===== src/hw/rtl/uvct_pkg.sv =====
// types and constants shared by the udp connection tracker modules
package uvct_pkg;

  // packet framing
  localparam int unsigned HEADER_BYTES = 4;

  // event kinds
  localparam logic [1:0] KIND_OPEN   = 2'd0;
  localparam logic [1:0] KIND_CLOSE  = 2'd1;
  localparam logic [1:0] KIND_TICK   = 2'd2;
  localparam logic [1:0] KIND_ARRIVE = 2'd3;

  // link states
  localparam logic [2:0] ST_DISC       = 3'd0;
  localparam logic [2:0] ST_LISTEN     = 3'd1;
  localparam logic [2:0] ST_CONNECTING = 3'd2;
  localparam logic [2:0] ST_CONNECTED  = 3'd3;
  localparam logic [2:0] ST_FAIL       = 3'd4;

  // link modes
  localparam logic [1:0] MODE_NONE   = 2'd0;
  localparam logic [1:0] MODE_SERVER = 2'd1;
  localparam logic [1:0] MODE_CLIENT = 2'd2;

  // link events
  localparam logic [1:0] EV_NONE = 2'd0;
  localparam logic [1:0] EV_UP   = 2'd1;
  localparam logic [1:0] EV_DOWN = 2'd2;

  // register indexes
  localparam logic [2:0] CFG_PROTOCOL_ID  = 3'd0;
  localparam logic [2:0] CFG_TIMEOUT_MS   = 3'd1;
  localparam logic [2:0] CFG_ROLE         = 3'd2;
  localparam logic [2:0] CFG_PEER_ADDRESS = 3'd3;
  localparam logic [2:0] CFG_PEER_PORT    = 3'd4;

  localparam logic [23:0] TIMEOUT_RESET = 24'd10000;
  localparam logic [23:0] QUIET_MAX     = 24'hFFFFFF;

  typedef struct packed {
    logic [1:0]  kind;
    logic [15:0] elapsed_ms;
    logic [31:0] sender_address;
    logic [15:0] sender_port;
    logic [31:0] header_word;
    logic [15:0] packet_length;
  } in_item_t;

  typedef struct packed {
    logic [2:0]  link_status;
    logic        accepted;
    logic [15:0] payload_length;
    logic [1:0]  link_event;
  } out_item_t;

  typedef struct packed {
    logic [31:0] protocol_id;
    logic [23:0] timeout_ms;
    logic        role;
    logic [31:0] peer_address;
    logic [15:0] peer_port;
  } cfg_t;

  typedef struct packed {
    logic [2:0]  link_state;
    logic [1:0]  link_mode;
    logic [31:0] bound_address;
    logic [15:0] bound_port;
    logic [23:0] quiet_time;
  } conn_t;

endpackage


===== src/hw/rtl/uvct_cfg_regs.sv =====
// configuration register file of the udp connection tracker
module uvct_cfg_regs import uvct_pkg::*; (
  input  logic        clk_i,
  input  logic        rst_ni,
  input  logic        cfg_we_i,
  input  logic [2:0]  cfg_index_i,
  input  logic [31:0] cfg_wdata_i,
  output cfg_t        cfg_o
);

  cfg_t cfg_q;

  // write one register per enabled cycle, unknown indexes are ignored
  always_ff @(posedge clk_i or negedge rst_ni) begin
    if (!rst_ni) begin
      cfg_q.protocol_id  <= 32'd0;
      cfg_q.timeout_ms   <= TIMEOUT_RESET;
      cfg_q.role         <= 1'b0;
      cfg_q.peer_address <= 32'd0;
      cfg_q.peer_port    <= 16'd0;
    end else if (cfg_we_i) begin
      case (cfg_index_i)
        CFG_PROTOCOL_ID:  cfg_q.protocol_id  <= cfg_wdata_i;
        CFG_TIMEOUT_MS:   cfg_q.timeout_ms   <= cfg_wdata_i[23:0];
        CFG_ROLE:         cfg_q.role         <= cfg_wdata_i[0];
        CFG_PEER_ADDRESS: cfg_q.peer_address <= cfg_wdata_i;
        CFG_PEER_PORT:    cfg_q.peer_port    <= cfg_wdata_i[15:0];
        default: ;
      endcase
    end
  end

  assign cfg_o = cfg_q;

endmodule


===== src/hw/rtl/uvct_step.sv =====
// next-state and result logic for one event of the udp connection tracker
module uvct_step import uvct_pkg::*; (
  input  in_item_t  item_i,
  input  conn_t     conn_i,
  input  cfg_t      cfg_i,
  output conn_t     conn_o,
  output out_item_t result_o
);

  logic [24:0] quiet_sum;
  logic [23:0] quiet_sat;
  logic        was_up;
  logic        pkt_ok;

  assign quiet_sum = {1'b0, conn_i.quiet_time} + {9'd0, item_i.elapsed_ms};
  assign quiet_sat = quiet_sum[24] ? QUIET_MAX : quiet_sum[23:0];
  assign was_up    = (conn_i.link_state == ST_CONNECTED);
  assign pkt_ok    = (item_i.packet_length > 16'(HEADER_BYTES)) &&
                     (item_i.header_word == cfg_i.protocol_id);

  always_comb begin
    conn_o   = conn_i;
    result_o = '0;
    result_o.link_event = EV_NONE;
    case (item_i.kind)
      // open: clear, then listen or connect by role
      KIND_OPEN: begin
        conn_o.quiet_time    = 24'd0;
        conn_o.bound_address = 32'd0;
        conn_o.bound_port    = 16'd0;
        if (was_up) begin
          result_o.link_event = EV_DOWN;
        end
        if (!cfg_i.role) begin
          conn_o.link_mode  = MODE_SERVER;
          conn_o.link_state = ST_LISTEN;
        end else begin
          conn_o.link_mode     = MODE_CLIENT;
          conn_o.link_state    = ST_CONNECTING;
          conn_o.bound_address = cfg_i.peer_address;
          conn_o.bound_port    = cfg_i.peer_port;
        end
      end
      // close: clear, mode kept
      KIND_CLOSE: begin
        conn_o.link_state    = ST_DISC;
        conn_o.quiet_time    = 24'd0;
        conn_o.bound_address = 32'd0;
        conn_o.bound_port    = 16'd0;
        if (was_up) begin
          result_o.link_event = EV_DOWN;
        end
      end
      // tick: saturating timer and timeout
      KIND_TICK: begin
        conn_o.quiet_time = quiet_sat;
        if (quiet_sat > cfg_i.timeout_ms) begin
          if (conn_i.link_state == ST_CONNECTING || conn_i.link_state == ST_CONNECTED ||
              conn_i.link_state == ST_LISTEN) begin
            conn_o.link_state    = (conn_i.link_state == ST_CONNECTING) ? ST_FAIL : ST_DISC;
            conn_o.quiet_time    = 24'd0;
            conn_o.bound_address = 32'd0;
            conn_o.bound_port    = 16'd0;
            result_o.link_event  = EV_DOWN;
          end
        end
      end
      // arrival: checks, server adoption, client handshake
      KIND_ARRIVE: begin
        if (pkt_ok) begin
          if (conn_i.link_mode == MODE_SERVER && !was_up) begin
            conn_o.link_state    = ST_CONNECTED;
            conn_o.bound_address = item_i.sender_address;
            conn_o.bound_port    = item_i.sender_port;
            result_o.link_event  = EV_UP;
          end
          if (item_i.sender_address == conn_o.bound_address &&
              item_i.sender_port == conn_o.bound_port) begin
            if (conn_i.link_mode == MODE_CLIENT && conn_i.link_state == ST_CONNECTING) begin
              conn_o.link_state   = ST_CONNECTED;
              result_o.link_event = EV_UP;
            end
            conn_o.quiet_time       = 24'd0;
            result_o.accepted       = 1'b1;
            result_o.payload_length = item_i.packet_length - 16'(HEADER_BYTES);
          end
        end
      end
      default: ;
    endcase
    result_o.link_status = conn_o.link_state;
  end

endmodule


===== src/hw/rtl/udp_virtual_connection_tracker.sv =====
// top level of the udp virtual connection tracker
//
// tracks one connection over a datagram link. each input item is one event
// (open, close, tick or packet arrival) and yields exactly one result item
// with the link status after the event, the acceptance flag, the payload
// length and a link event (connect, disconnect or none).
// channels: in_valid_i / in_ready_o / in_item_i for events and
// out_valid_o / out_ready_i / out_item_o for results, both valid and ready.
// configuration: cfg_we_i writes cfg_wdata_i into register cfg_index_i
// (0 protocol id, 1 timeout, 2 role, 3 peer address, 4 peer port); the user must
// do so only while the block is idle, the block does not enforce it.
// path: an accepted item waits in the input register, which feeds the event logic,
// whose output lands in the result register.
// throughput: one item per cycle while out_ready_i stays high.
// stall: while out_ready_i is low and a result waits, the input register still
// takes one more item, then in_ready_o drops until the result is taken.
// reset: link disconnected, mode none, bound peer 0:0, timer 0, timeout 10000,
// all other registers 0; both pipeline registers empty.
module udp_virtual_connection_tracker import uvct_pkg::*; (
  input  logic        clk_i,
  input  logic        rst_ni,
  input  logic        in_valid_i,
  output logic        in_ready_o,
  input  in_item_t    in_item_i,
  output logic        out_valid_o,
  input  logic        out_ready_i,
  output out_item_t   out_item_o,
  input  logic        cfg_we_i,
  input  logic [2:0]  cfg_index_i,
  input  logic [31:0] cfg_wdata_i
);

  cfg_t      cfg;
  in_item_t  item_q;
  logic      item_valid_q;
  out_item_t res_q;
  logic      res_valid_q;
  conn_t     conn_q;
  conn_t     conn_d;
  out_item_t res_d;
  logic      advance;

  uvct_cfg_regs u_cfg (
    .clk_i       (clk_i),
    .rst_ni      (rst_ni),
    .cfg_we_i    (cfg_we_i),
    .cfg_index_i (cfg_index_i),
    .cfg_wdata_i (cfg_wdata_i),
    .cfg_o       (cfg)
  );

  uvct_step u_step (
    .item_i   (item_q),
    .conn_i   (conn_q),
    .cfg_i    (cfg),
    .conn_o   (conn_d),
    .result_o (res_d)
  );

  // an item moves on when the result register is free or being emptied
  assign advance    = item_valid_q && (!res_valid_q || out_ready_i);
  assign in_ready_o = !item_valid_q || advance;

  // input register
  always_ff @(posedge clk_i or negedge rst_ni) begin
    if (!rst_ni) begin
      item_valid_q <= 1'b0;
    end else if (in_ready_o) begin
      item_valid_q <= in_valid_i;
    end
  end

  always_ff @(posedge clk_i) begin
    if (in_ready_o && in_valid_i) begin
      item_q <= in_item_i;
    end
  end

  // connection state, updated as each item moves to the result register
  always_ff @(posedge clk_i or negedge rst_ni) begin
    if (!rst_ni) begin
      conn_q.link_state    <= ST_DISC;
      conn_q.link_mode     <= MODE_NONE;
      conn_q.bound_address <= 32'd0;
      conn_q.bound_port    <= 16'd0;
      conn_q.quiet_time    <= 24'd0;
    end else if (advance) begin
      conn_q <= conn_d;
    end
  end

  // result register
  always_ff @(posedge clk_i or negedge rst_ni) begin
    if (!rst_ni) begin
      res_valid_q <= 1'b0;
    end else if (advance) begin
      res_valid_q <= 1'b1;
    end else if (out_ready_i) begin
      res_valid_q <= 1'b0;
    end
  end

  always_ff @(posedge clk_i) begin
    if (advance) begin
      res_q <= res_d;
    end
  end

  assign out_valid_o = res_valid_q;
  assign out_item_o  = res_q;

endmodule

===== config.mk =====
export PLATFORM = sky130hd
export DESIGN_NAME = udp_virtual_connection_tracker
export DESIGN_NICKNAME = d
export VERILOG_FILES = /design/src/hw/rtl/uvct_pkg.sv /design/src/hw/rtl/uvct_cfg_regs.sv /design/src/hw/rtl/uvct_step.sv /design/src/hw/rtl/udp_virtual_connection_tracker.sv
export SDC_FILE = /design/constraint.sdc
export NUM_CORES = 1
export LEC_CHECK = 0
export ABC_AREA = 1
export BUFFER_PORTS_ARGS = -buffer_cell sky130_fd_sc_hd__buf_2
export CAP_MARGIN = 40
export CELL_PAD_IN_SITES_DETAIL_PLACEMENT = 1
export CELL_PAD_IN_SITES_GLOBAL_PLACEMENT = 2
export CORE_MARGIN = 3
export CORE_UTILIZATION = 25
export CTS_BUF_LIST = sky130_fd_sc_hd__clkbuf_16
export DETAILED_ROUTE_END_ITERATION = 16
export PLACE_DENSITY_LB_ADDON = 0.12
export SKIP_LAST_GASP = 1
export SYNTH_ARGS = -nofsm -noshare
export SYNTH_HDL_FRONTEND = slang
export SYNTH_HIERARCHICAL = 1
export SYNTH_SLANG_ARGS = --single-unit

===== constraint.sdc =====
create_clock -name clk_i -period 4.27 [get_ports clk_i]
set_input_delay 0.2135 -clock clk_i [delete_from_list [all_inputs] [get_ports clk_i]]
set_output_delay 0.2135 -clock clk_i [all_outputs]
set_load 0.01 [all_outputs]

# After elaboration in Yosys (flattened, before gate mapping)
# Cells that the tools add are included.
[word_totals] regBits=320 inputBits=154
[op_classes] add_sub_neg=2 magnitude_cmp=2 eq_ne=19 muxes=29 n_reduce_logical=27
[op_table] cell="$pmux W72 S4" n=1
[op_table] cell="$mux W72" n=3
[op_table] cell="$mux W48" n=4
[op_table] cell="$eq A32 B32 Y1" n=2
[op_table] cell="$mux W24" n=2
[op_table] cell="$add A24 B16 Y25" n=1
[op_table] cell="$gt A24 B24 Y1" n=1
[op_table] cell="$mux W3" n=7
[op_table] cell="$mux W19" n=1
[op_table] cell="$eq A16 B16 Y1" n=1
[op_table] cell="$gt A16 B3 Y1 const B" n=1
[op_table] cell="$sub A16 B3 Y16 const B" n=1
[op_table] cell="$reduce_and A2 Y1" n=7
[op_table] cell="$eq A3 B2 Y1 const B" n=4
[op_table] cell="$pmux W3 S4" n=1
[op_table] cell="$mux W2" n=5
[op_table] cell="$ne A2 B1 Y1 const B" n=4
[op_table] cell="$eq A2 B2 Y1 const B" n=3
[op_table] cell="$eq A3 B1 Y1 const B" n=2
[op_table] cell="$logic_and A1 B1 Y1" n=6
[op_table] cell="$pmux W2 S3" n=1
[op_table] cell="$reduce_and A3 Y1" n=2
[op_table] cell="$eq A2 B1 Y1 const B" n=2
[op_table] cell="$logic_or A1 B1 Y1" n=4
[op_table] cell="other kinds (9)" n=13

# Depth between registers and ports, before layout
# Gate-level depths: netlist of the first run.
[logic_depth] word_depth=11 ltp_mapped=30 mapped_depth_nobuf=28

# Hierarchy
# Netlist of the first run, hierarchy kept.
[by_module_without_submodules] mod="udp_virtual_connection_tracker" instances=1 cells_per_inst=480 area_per_inst_um2=7224.4 seq_area_each_um2=6060.8
[by_module_without_submodules] mod="uvct_step" instances=1 cells_per_inst=1243 area_per_inst_um2=5963.2 seq_area_each_um2=0.0
[by_module_without_submodules] mod="uvct_cfg_regs" instances=1 cells_per_inst=465 area_per_inst_um2=4245.3 seq_area_each_um2=2633.8

# Worst setup path after synthesis of the first run
# No wires, ideal clock.
[synth_path] path_kind="reg-to-reg" start="reg conn_q[0] (netlist bit)" end="reg conn_q[68] (netlist bit)" t_arrival_ns=3.723 required_time_ns=4.204 slack_ns=0.481 path_stages_with_launch=25 path_buffers=3 period_less_slack_ns=3.789 path_cell_list="dfrtp_1 -> ha_1 -> fa_1 -> nand3_1 -> nand2_1 -> a21o_1 -> nand3_1 -> nand2_1 -> nand2_1 -> clkbuf_1 -> nand3_1 -> ha_1 -> nand2_1 -> nor2_1 -> and2_1 -> nand4_1 -> nand3_1 -> nand2_1 -> o21ai_1 -> buf_2 -> buf_2 -> nand2_1 -> nand3_1 -> nand3_1 -> nand2_1"
[synth_between] elab_chain_cells=5
[synth_lines] element="start: declaration" line_no="udp_virtual_connection_tracker.sv:38" rtl="conn_t conn_q;"
[synth_lines] element="start signal: assignment" line_no="udp_virtual_connection_tracker.sv:88" rtl="conn_q <= conn_d;"
[synth_lines] element="$add A24 B16 Y25" line_no="uvct_step.sv:15" rtl="assign quiet_sum = {1'b0, conn_i.quiet_time} + {9'd0, item_i.elapsed_ms};"
[synth_lines] element="$mux W24" line_no="uvct_step.sv:16" rtl="assign quiet_sat = quiet_sum[24] ? QUIET_MAX : quiet_sum[23:0];"
[synth_lines] element="$gt A24 B24 Y1" line_no="uvct_step.sv:57" rtl="if (quiet_sat > cfg_i.timeout_ms) begin"
[synth_lines] element="$ne A2 B1 Y1 (no line)"
[synth_lines] element="$reduce_and A4 Y1 (no line)"
# No other way between the ends.
# A chain may end at the register's enable or synchronous reset.

# Worst setup path after layout of the first run
[layout_path] start="reg conn_q[0] (netlist bit)" end="reg conn_q[46] (netlist bit)"
# Same word-level chain as after synthesis.

==> results of run 1 <==
-- repair_timing --
item                       4_1_cts  5_1_grt
gates resized for setup          0       50
hold endpoints to repair       252        0
setup endpoints to repair        0       77
hold buffers                   147        0
-- state kept, by name, indices dropped and copies added, names as in the netlist --
| name | flops |
|---|---|
| conn_q | 77 |
| item_q | 114 |
| item_valid_q | 1 |
| out_item_o | 22 |
| out_valid_o | 1 |
| u_cfg/cfg_o | 105 |
-- final timing paths --
| path | end | slack [ps] | cells after the start |
|---|---|---|---|
| max in group asynchronous | conn_q[45] | 3040 | 3 |
| min in group asynchronous | conn_q[14] | 150 | 2 |
| max | conn_q[46] | 310 | 23 |
| min | u_cfg/cfg_o[57] | 40 | 3 |
| max reg2reg | conn_q[46] | 310 | 23 |
| min reg2reg | u_cfg/cfg_o[57] | 470 | 2 |
-- power by group through the flow --
stage / sequential (mW) / clock, mW / combinational, mW
2_1_floorplan: 3.95 / 0 / 1.95
3_3_place_gp: 4.04 / 0 / 2.84
3_5_place_dp: 4.05 / 0 / 2.91
4_1_cts: 4.00 / 3.65 / 3.02
5_1_grt: 4.05 / 3.77 / 3.58
6_report: 3.99 / 3.50 / 3.11
-- critical path: stages, from the launching register on --
cell and delay (ps):
dfrtp_1 400, ha_2 220, fa_2 350, nand3_1 110, nand2_1 80, a21o_1 190
nand3_1 70, nand2_1 90, nand2_2 110, buf_12 160, nand3_1 140, ha_1 320
a21oi_1 160, o21ai_0 130, a21oi_2 180, nand3_1 150, nand3_2 120, nand2_4 90
o21ai_4 250, clkbuf_16 270, nand2_1 50, nand3_1 60, nand3_1 80, nand2_1 100
-- layer usage --
| layer | vias to the layer above | routed length (um) | track usage |
|---|---|---|---|
| met5 | - | 0 | 0 |
| met4 | 0 | 1600 | 0.0478 |
| met3 | 82 | 2210 | 0.0273 |
| met2 | 246 | 30500 | 0.299 |
| met1 | 7615 | 29800 | 0.230 |
| li1 | 7708 | - | - |
-- metrics by stage --
step	total power [mW]	hold WS [ps]	setup TNS (ps)	util	instance area, um2
final	10.6	41.7	0	0.327	22500
after global routing	11.4	29.9	-0.154	0.327	22500
after CTS	10.7	0.344	0	0.323	22200
after detailed placement	6.95	220	0	0.282	19400
after global placement	6.87	224	0	0.280	19300
after floorplan	5.91	-82.1	0	-	17400
-- cell families after synthesis --
family	count (synthesis)
AOI/OAI and AO/OA	117
xor gates and xnor gates	30
adders and majority gates	43
buffers and inverters	282
DFF	320
and+or+nand+nor	1396
-- cell type report --
cell class | count | area share
Multi-Input combinational cell | 1587 | 0.341
Tap cell | 931 | 0.0517
Clock buffer | 43 | 0.0478
Clock inverter | 37 | 0.0120
Sequential cell | 320 | 0.386
Timing Repair Buffer | 368 | 0.131
Inverter | 183 | 0.0306
-- placed cells by master (no fill, tap or decap), drive strengths merged, types with 2 or more instances in the layout --
cell type      n
clkbuf        46
dlygate4sd3  147
o21ai         72
nand4         19
and2           2
clkinv        21
xnor2         16
or2            9
nand3        308
ha            42
bufinv         3
a21oi         30
o22ai          5
nor2         121
a21o           5
inv          196
edfxtp       136
xor2          14
o211ai         2
nand2        872
nor3          32
nand3b        32
dfrtp        179
buf          218
dfstp          5
==> impl_metrics.csv, run 1 <==
group,metric,value,unit
cells_and_area,drive_gt1_frac,0.145,
clock_network,cts_tree,"done",
timing,max_freq,253,MHz
pwr,leakage,10.7,nW
route,detail_route.iter0.violations,783,
clock_network,htreeDepth,2,
synth,synth_commonest_cells,"nand2_1, nand3_1, dfrtp_1",
synth,synth_area_leader_cell,"dfrtp_1",
route,wl,64200,um
setup_path,arrival,4470,ps
outcome,outcome,"completed",
route,drt_first_pass_iters,5,
route,drcViolationCount,0,
synth,synthesis.area,17400,um2
route,vias_per_cell,4.51,
clock_network,numCtsBuffers,43,
pwr,p_clk_frac,0.330,
placement,dpl_worst_slack,55.0,ps
floorplanning,start_util,0.253,
floorplanning,core,68800,um2
setup_path,worstPathRequired,4780,ps
synth,synthSimpleGateAreaFrac,0.344,
pwr,power_frac_seq,0.376,
floorplanning,io_pins,178,
setup_path,worst_setup_path_start_kind,"register",
synth,synth-edff-count,136,
global_routing,grt_pass1_vias,16783,
timing,timing.slew.headroom,0.403,
cells_and_area,finalNonFillerCells,3469,
setup_path,critPathKind,"register to register",
synth,netlist-cell-type-count,42,
route,via_count,15651,
timing,maxSlewViolCount,0,
clock_network,cts_num_sinks,320,
pwr,p_comb_frac,0.293,
cells_and_area,nets,2700,
placement,io_buffers,177,
global_routing,grt_pass1_wl,99500,um
clock_network,clk_pin_slew,60,ps
synth,synthTopCellsByArea,"dfrtp_1, edfxtp_1, nand2_1",
floorplanning,dieHeight,270,um
setup_path,crit_fanout,15,
synth,syn_area_per_cell,7.97,um2
clock_network,post-cts-setup-buffers,0,
placement,place_inst,3238,
global_routing,antenna_found_initial,0,
timing,worstMarginPinSlew,896,ps
pwr,power.switching,3.76,mW
job,drv_cap,0,
placement,dp.final_hpwl,44100,um
pwr,p_per_area,471,nW/um2
synth,synth_warnings,6,
timing,hold_viol_final,0,
route,ant_nets,0,
min_path,hold_path_class,"primary input to register",
global_routing,grt_overflow_total,0,
synth,synthMuxAreaShare,0,
timing,fin_ws,311,ps
route,wl_per_cell,18.5,um
synth,synth_fa_ha_area_frac,0.0313,
cells_and_area,seqCellArea,8700,um2
pwr,switching_share,0.355,
global_routing,grt_start_max_net_pins,108,
cells_and_area,syn_to_final_growth,29.2,%
placement,place.gp.congestion,0.783,
setup_path,crit_start,"conn_q[0]",
min_path,hold_start,"cfg_wdata_i[8]",
synth,syn_nets,2385,
synth,synth_top_area_share,0.257,
timing,post-route-period-util,0.927,
synth,synthFlopType,"dfrtp_1",
setup_path,r2r_start,"conn_q[0]",
pwr,internal_power,6.84,mW
synth,syn_inst,2188,
synth,synthMostInstantiatedCell,"nand2_1",
timing,finalClockSkew,17.8,ps
timing,finalSetupViolations,0,
cells_and_area,antennaDiodeCount,0,
clock_network,clk_path_buf_depth,3,
setup_path,end_kind,"register",
clock_network,cts_root_buf,"clkbuf_16",
cells_and_area,multi_input_area,7680,um2
synth,synthXorXnorAreaFrac,0.0151,
floorplanning,num_rows,96,
floorplanning,die_area,72900,um2
cells_and_area,fillers,8169,
synth,synthArstFlopShare,0.575,
synth,yosysSeqAreaShare,0.499,
pwr,peakVddDrop,0.295,mV
synth,synth_top_family_by_area,"simple AND/OR/NAND/NOR gates",
floorplanning,die_w,270,um
global_routing,grt_usage,0.175,
synth,ys_ff_latch,320,
timing,finalWorstPathRequiredPeriod,3960,ps
synth,synth-compound-area-share,0.0355,
clock_network,clkLatencyLatePin,590,ps
Power figures use the tool's default switching activity.
==> run 2: changes to the inputs <==
--- a/config.mk
+++ b/config.mk
@@ -5,7 +5,6 @@
 export SDC_FILE = /design/constraint.sdc
 export NUM_CORES = 1
 export LEC_CHECK = 0
-export ABC_AREA = 1
 export BUFFER_PORTS_ARGS = -buffer_cell sky130_fd_sc_hd__buf_2
 export CAP_MARGIN = 40
 export CELL_PAD_IN_SITES_DETAIL_PLACEMENT = 1
==> constraint.sdc (replaced) <==
create_clock -name clk_i -period 5 [get_ports clk_i]
set_input_delay 0.25 -clock clk_i [delete_from_list [all_inputs] [get_ports clk_i]]
set_output_delay 0.25 -clock clk_i [all_outputs]
set_load 0.01 [all_outputs]
==> run 2 against run 1 <==
Sequential share of layout area grew 4.6 points. Setup slack lost 32 ps. Global-route usage shrank 2.2 points. Largest cell class unchanged. Largest power group unchanged.
==> impl_metrics.csv, run 2 <==
group,metric,value,unit
setup_path,crit_start,"conn_q[10]",
min_path,hold_start,"cfg_wdata_i[1]",
setup_path,path_cells,"ha_2 -> nand4_1 -> or3_1 -> o21ai_1 -> a21oi_2 -> o21ai_1 -> buf_4 -> nand4_1 -> nor3_1 -> a21oi_1 -> ha_1 -> nand4_1 -> nor4_2 -> o21ai_0 -> o211a_1 -> o31a_1 -> buf_12 -> a21oi_1 -> o21ba_2 -> mux2_2",
synth,synthMostInstantiatedCell,"dfrtp_1",
cells_and_area,largest_reg_flops,114,
global_routing,grt_pass1_wl,73400,um
placement,io_buffers,177,
clock_network,htreeDepth,2,
min_path,holdPathStages,2,
setup_path,r2r_start,"conn_q[10]",
timing,post-route-period-util,0.944,
route,wl_met2,23600,um
timing,worstMarginPinSlew,781,ps
floorplanning,num_rows,90,
min_path,hold_path_class,"primary input to register",
setup_path,arrival,5170,ps
pwr,peakVddDrop,0.223,mV
global_routing,antenna_found_initial,2,
route,drt_first_pass_iters,4,
synth,synth_warnings,6,
synth,synthArstFlopShare,0.575,
route,top_layer,"met4",
floorplanning,core,60600,um2
setup_path,path_buf_inv,2,
floorplanning,die_w,254,um
setup_path,reg2reg_to,"conn_q[21]",
route,detail_route.iter0.violations,427,
route,drcViolationCount,0,
floorplanning,start_util,0.254,
timing,timing.slew.headroom,0.479,
clock_network,clk_path_buf_depth,3,
cells_and_area,syn_to_final_growth,30.9,%
outcome,outcome,"completed",
setup_path,end_kind,"register",
global_routing,grt_overflow_total,0,
cells_and_area,regMostFlops,"item_q",
setup_path,r2r_cells,20,
timing,finalWorstPathRequiredPeriod,4720,ps
setup_path,cpMostUsedCell,"nand4_1",
global_routing,grt_start_max_net_pins,115,
synth,synth_top_area_share,0.291,
floorplanning,io_pins,178,
pwr,p_per_area,415,nW/um2
clock_network,cts_root_buf,"clkbuf_16",
clock_network,numCtsBuffers,42,
cells_and_area,final_common_cell,"dfrtp_1",
timing,finalSetupViolations,0,
min_path,holdPathEnd,"u_cfg/cfg_o[50]",
setup_path,r2r_slack,280,ps
timing,finalClockSkew,38.0,ps
cells_and_area,final_cell_mix,"dfrtp_1, buf_2, mux2_2",
route,ant_nets,0,
clock_network,clkLatencyLatePin,580,ps
global_routing,grt_usage,0.153,
timing,hold_viol_final,0,
synth,netlist-cell-type-count,67,
synth,syn_area_per_cell,13.4,um2
synth,synth-edff-count,136,
route,wl,48600,um
placement,dp.final_hpwl,33700,um
synth,yosysSeqAreaShare,0.565,
synth,synthFlopType,"dfrtp_1",
cells_and_area,fillers,6504,
global_routing,grt_pass1_vias,11366,
setup_path,worst_setup_path_start_kind,"register",
setup_path,crit_family,"compound AO/OA/AOI/OAI gates",
placement,place.gp.congestion,0.744,
synth,ys_ff_latch,320,
timing,holdWs,43.4,ps
synth,synthTopCellsByArea,"dfrtp_1, edfxtp_1, mux2_2",
cells_and_area,nets,1701,
setup_path,critical-path-slowest-cell,"ha_2",
clock_network,clk_pin_slew,60,ps
job,drv_cap,0,
floorplanning,dieHeight,254,um
synth,synthesis.area,15400,um2
route,wl_met1,22700,um
floorplanning,die_area,64500,um2
synth,synth_area_leader_cell,"dfrtp_1",
timing,max_freq,212,MHz
cells_and_area,drive_gt1_frac,0.315,
synth,synth_commonest_cells,"dfrtp_1, mux2_2, edfxtp_1",
clock_network,cts_num_sinks,320,
synth,syn_nets,1347,
synth,syn_inst,1150,
pwr,leakage,8.92,nW
route,via_count,10550,
route,dr_wl_met3,1410,um
clock_network,cts_tree,"done",
setup_path,worstPathRequired,5450,ps
timing,final.setup.tns,0,ps
setup_path,crit_fanout,11,
timing,maxSlewViolCount,0,
route,wl_per_cell,20.9,um
setup_path,critPathKind,"register to register",
setup_path,critPathMaxStageDelay,410,ps
route,vias_per_cell,4.55,
setup_path,crit_cells,20,
==> run 2: metrics by stage <==
step / cell area (um2) / utilization / total power, mW / instances / setup slack (ps)
finish: 20100 / 0.332 / 8.35 / 2321 / 279
global route: 20100 / 0.332 / 8.93 / 2321 / -13.4
CTS: 20100 / 0.332 / 8.53 / 2318 / 54.0
detailed placement: 17400 / 0.288 / 5.51 / 2105 / -112
global placement: 17400 / 0.286 / 5.45 / 2102 / 7.57
floorplan: 15400 / - / 4.70 / 1150 / 98.4
==> run 2: layout make-up <==
cell class	instances	area [um2]	share of cell area
multi-input combinational	741	6310	0.314
clock inverter	36	246	0.0122
timing repair buffer	355	2680	0.133
inverter	44	165	0.00821
antenna	1	2.50	0.000124
sequential	320	8690	0.432
tap	782	978	0.0486
clock buffer	42	1050	0.0522
==> run 2: worst max path at each step <==
stage	endpoint	slack, ps
2_1_floorplan	conn_q[68]	100
3_3_place_gp	out_item_o[20]	8
3_5_place_dp	out_item_o[20]	-110
4_1_cts	out_item_o[19]	50
5_1_grt	conn_q[21]	-10
6_report	conn_q[21]	280
==> run 2: repair_timing <==
action | in CTS | in global routing
hold endpoints to repair | 246 | 0
gates resized for setup | 5 | 7
hold buffers | 135 | 0
pin swaps | 0 | 6
setup endpoints to repair | 66 | 78
setup buffers | 0 | 2
==> run 2: kinds of logic after synthesis <==
group | count (synthesis) | synth area share
multiplexers | 184 | 0.139
AO/OA/AOI/OAI | 234 | 0.113
buffers and inverters | 89 | 0.0298
flip-flops | 320 | 0.565
adder cells (fa/ha/maj) | 43 | 0.0355
XOR/XNOR | 82 | 0.0467
AND/OR/NAND/NOR | 198 | 0.0708
==> run 2: power breakdown <==
group / internal [mW] / switching (mW)
logic: 1.02 / 1.03
registers: 3.16 / 0.308
clock network: 1.60 / 1.24
total: 5.78 / 2.57
==> run 2: routing by layer <==
metal	global-route usage	up-vias
li1	-	4999
met1	0.206	5335
met2	0.257	153
met3	0.0226	63
met4	0.0387	0
met5	0	-
==> run 2: worst reg2reg max path: stages (launching register included) <==
cell	delay, ps
dfrtp_1	400
ha_2	410
nand4_1	130
or3_1	370
o21ai_1	240
a21oi_2	110
o21ai_1	140
buf_4	170
nand4_1	150
nor3_1	170
a21oi_1	90
ha_1	330
nand4_1	160
nor4_2	350
o21ai_0	150
o211a_1	190
o31a_1	340
buf_12	180
a21oi_1	130
o21ba_2	170
mux2_2	250
==> run 3: changes to the inputs <==
==> constraint.sdc (replaced) <==
create_clock -name clk_i -period 4.9 [get_ports clk_i]
set_input_delay 0.245 -clock clk_i [delete_from_list [all_inputs] [get_ports clk_i]]
set_output_delay 0.245 -clock clk_i [all_outputs]
set_load 0.01 [all_outputs]
==> run 3 against run 2 <==
Combinational power rose by 8%. Sequential cell count unchanged. Design area grew 1.6%. Cell count is 0.47% higher. Register-to-register slack worse by 150 ps. Die area did not move. First-iteration DRC count fell by 11%. Via count up 0.58%. Setup slack worse by 150 ps. Sequential share of layout area is 0.69 points lower. Clock-buffer cell count unchanged. Highest routed layer unchanged.
==> impl_metrics.csv, run 3 (synthesis gave the netlist of run 2 again) <==
group,metric,value,unit
cells_and_area,regMostFlops,"item_q",
pwr,switching_share,0.306,
cells_and_area,final_common_cell,"dfrtp_1",
timing,post-route-period-util,0.974,
clock_network,clk_path_buf_depth,3,
setup_path,path_buf_inv,3,
clock_network,cts_tree,"done",
cells_and_area,fillers,6492,
min_path,hold_path_class,"primary input to register",
route,via_count,10611,
pwr,power_frac_seq,0.405,
floorplanning,core,60600,um2
global_routing,antenna_found_initial,1,
clock_network,cts_root_buf,"clkbuf_16",
cells_and_area,seqCellArea,8700,um2
timing,rsz0062_at_grt,"true",
setup_path,critPathKind,"register to register",
floorplanning,start_util,0.254,
floorplanning,io_pins,178,
clock_network,cts_num_sinks,320,
setup_path,critical-path-slowest-cell,"dfrtp_2",
route,detail_route.iter0.violations,380,
clock_network,clkLatencyLatePin,580,ps
cells_and_area,syn_to_final_growth,33.0,%
clock_network,numCtsBuffers,41,
clock_network,htreeDepth,2,
route,ant_nets,0,
cells_and_area,post-route-util,0.338,
setup_path,crit_fanout,7,
pwr,p_per_area,428,nW/um2
cells_and_area,final_cell_mix,"dfrtp_1, buf_2, mux2_2",
cells_and_area,nets,1714,
setup_path,path_cells,"ha_4 -> buf_4 -> a21o_1 -> a221oi_2 -> o21ai_2 -> a21oi_2 -> o21ai_1 -> buf_4 -> nand2_2 -> mux2_4 -> ha_4 -> nand4_1 -> nor4_2 -> o21ai_1 -> o211a_1 -> o31ai_4 -> o21ai_4 -> clkbuf_16 -> a21o_1 -> mux2_2",
cells_and_area,largest_reg_flops,114,
floorplanning,dieHeight,254,um
outcome,outcome,"completed",
timing,maxSlewViolCount,0,
job,drv_cap,0,
setup_path,r2r_slack,130,ps
global_routing,grt_usage,0.152,
floorplanning,die_w,254,um
cells_and_area,drive_gt1_frac,0.339,
route,drcViolationCount,0,
route,vias_per_cell,4.55,
global_routing,grt_pass1_vias,11479,
cells_and_area,multi_input_area,6500,um2
floorplanning,die_area,64500,um2
timing,worstMarginPinSlew,835,ps
route,wl_per_cell,21.4,um
timing,finalSetupViolations,0,
setup_path,worstPathRequired,5330,ps
floorplanning,num_rows,90,
pwr,leakage,9.03,nW
cells_and_area,antennaDiodeCount,0,
global_routing,grt_start_max_net_pins,107,
placement,place.gp.congestion,0.735,
timing,fin_ws,125,ps
clock_network,clk_pin_slew,60,ps
timing,hold_viol_final,0,
setup_path,arrival,5200,ps
setup_path,critPathMaxStageDelay,450,ps
setup_path,worst_setup_path_start_kind,"register",
route,drt_first_pass_iters,4,
global_routing,grt_pass1_wl,73000,um
timing,timing.slew.headroom,0.444,
setup_path,crit_family,"compound AO/OA/AOI/OAI gates",
route,wl,49800,um
placement,dp.final_hpwl,33900,um
timing,max_freq,209,MHz
setup_path,end_kind,"register",
timing,finalClockSkew,34.9,ps
pwr,peakVddDrop,0.224,mV
placement,io_buffers,177,
global_routing,grt_overflow_total,0,
timing,finalWorstPathRequiredPeriod,4770,ps
pwr,internal_power,6.08,mW
placement,dpl_worst_slack,-196,ps
pwr,p_comb_frac,0.252,
pwr,p_clk_frac,0.342,
pwr,power.switching,2.67,mW
## run 3: power by group through the flow
stage,sequential [mW],clock (mW),combinational [mW]
after floorplan,3.48,0,1.32
after global placement,3.59,0,1.94
after detailed placement,3.60,0,1.98
after CTS,3.55,3.14,2.09
after global routing,3.60,3.24,2.47
final,3.55,2.99,2.21
## run 3: per-stage QoR
| step | hold WS [ps] | setup TNS (ps) | instance area, um2 | std cells | power [mW] |
|---|---|---|---|---|---|
| after floorplan | -50.6 | 0 | 15400 | 1150 | 4.80 |
| after CTS | 30.7 | 0 | 20100 | 2317 | 8.78 |
| after global routing | 51.0 | -2890 | 20500 | 2332 | 9.31 |
| after detailed placement | 385 | -10840 | 17400 | 2104 | 5.57 |
| after global placement | 392 | -11290 | 17300 | 2102 | 5.53 |
| final | 59.6 | 0 | 20500 | 2332 | 8.75 |
## run 3: path summary, 6_finish.rpt
path                              endpoint  depth (start not counted)             from
hold / removal             u_cfg/cfg_o[59]                          2  cfg_wdata_i[10]
min in group asynchronous       conn_q[11]                          2           rst_ni
setup / recovery                conn_q[50]                         20       conn_q[10]
max in group asynchronous  u_cfg/cfg_o[32]                          3           rst_ni
setup reg to reg                conn_q[50]                         20       conn_q[10]
hold reg to reg            u_cfg/cfg_o[71]                          1  u_cfg/cfg_o[71]
## run 3: final cells by class
class	count	area share
tap	782	0.0478
sequential	320	0.425
clock buffer	42	0.0514
inverter	44	0.00807
timing repair buffer	369	0.136
clock inverter	34	0.0138
multi-input combinational	741	0.318
## run 3: timing repair
action,4_1_cts,5_1_grt
hold buffers,136,0
hold endpoints to repair,233,0
resized for setup,6,37
setup buffers,1,11
pin swaps,1,26
setup endpoints to repair,77,77
cloned,0,4
## run 3: metal layers
metal  global-route usage  part of all wire  wire, um  up-vias
li1                     -                 -         -     5011
met1                0.206              0.47     23300     5391
met2                0.256              0.48     24000      153
met3               0.0227             0.031      1550       56
met4               0.0369             0.018       888        0
met5                    0                 0         0        -
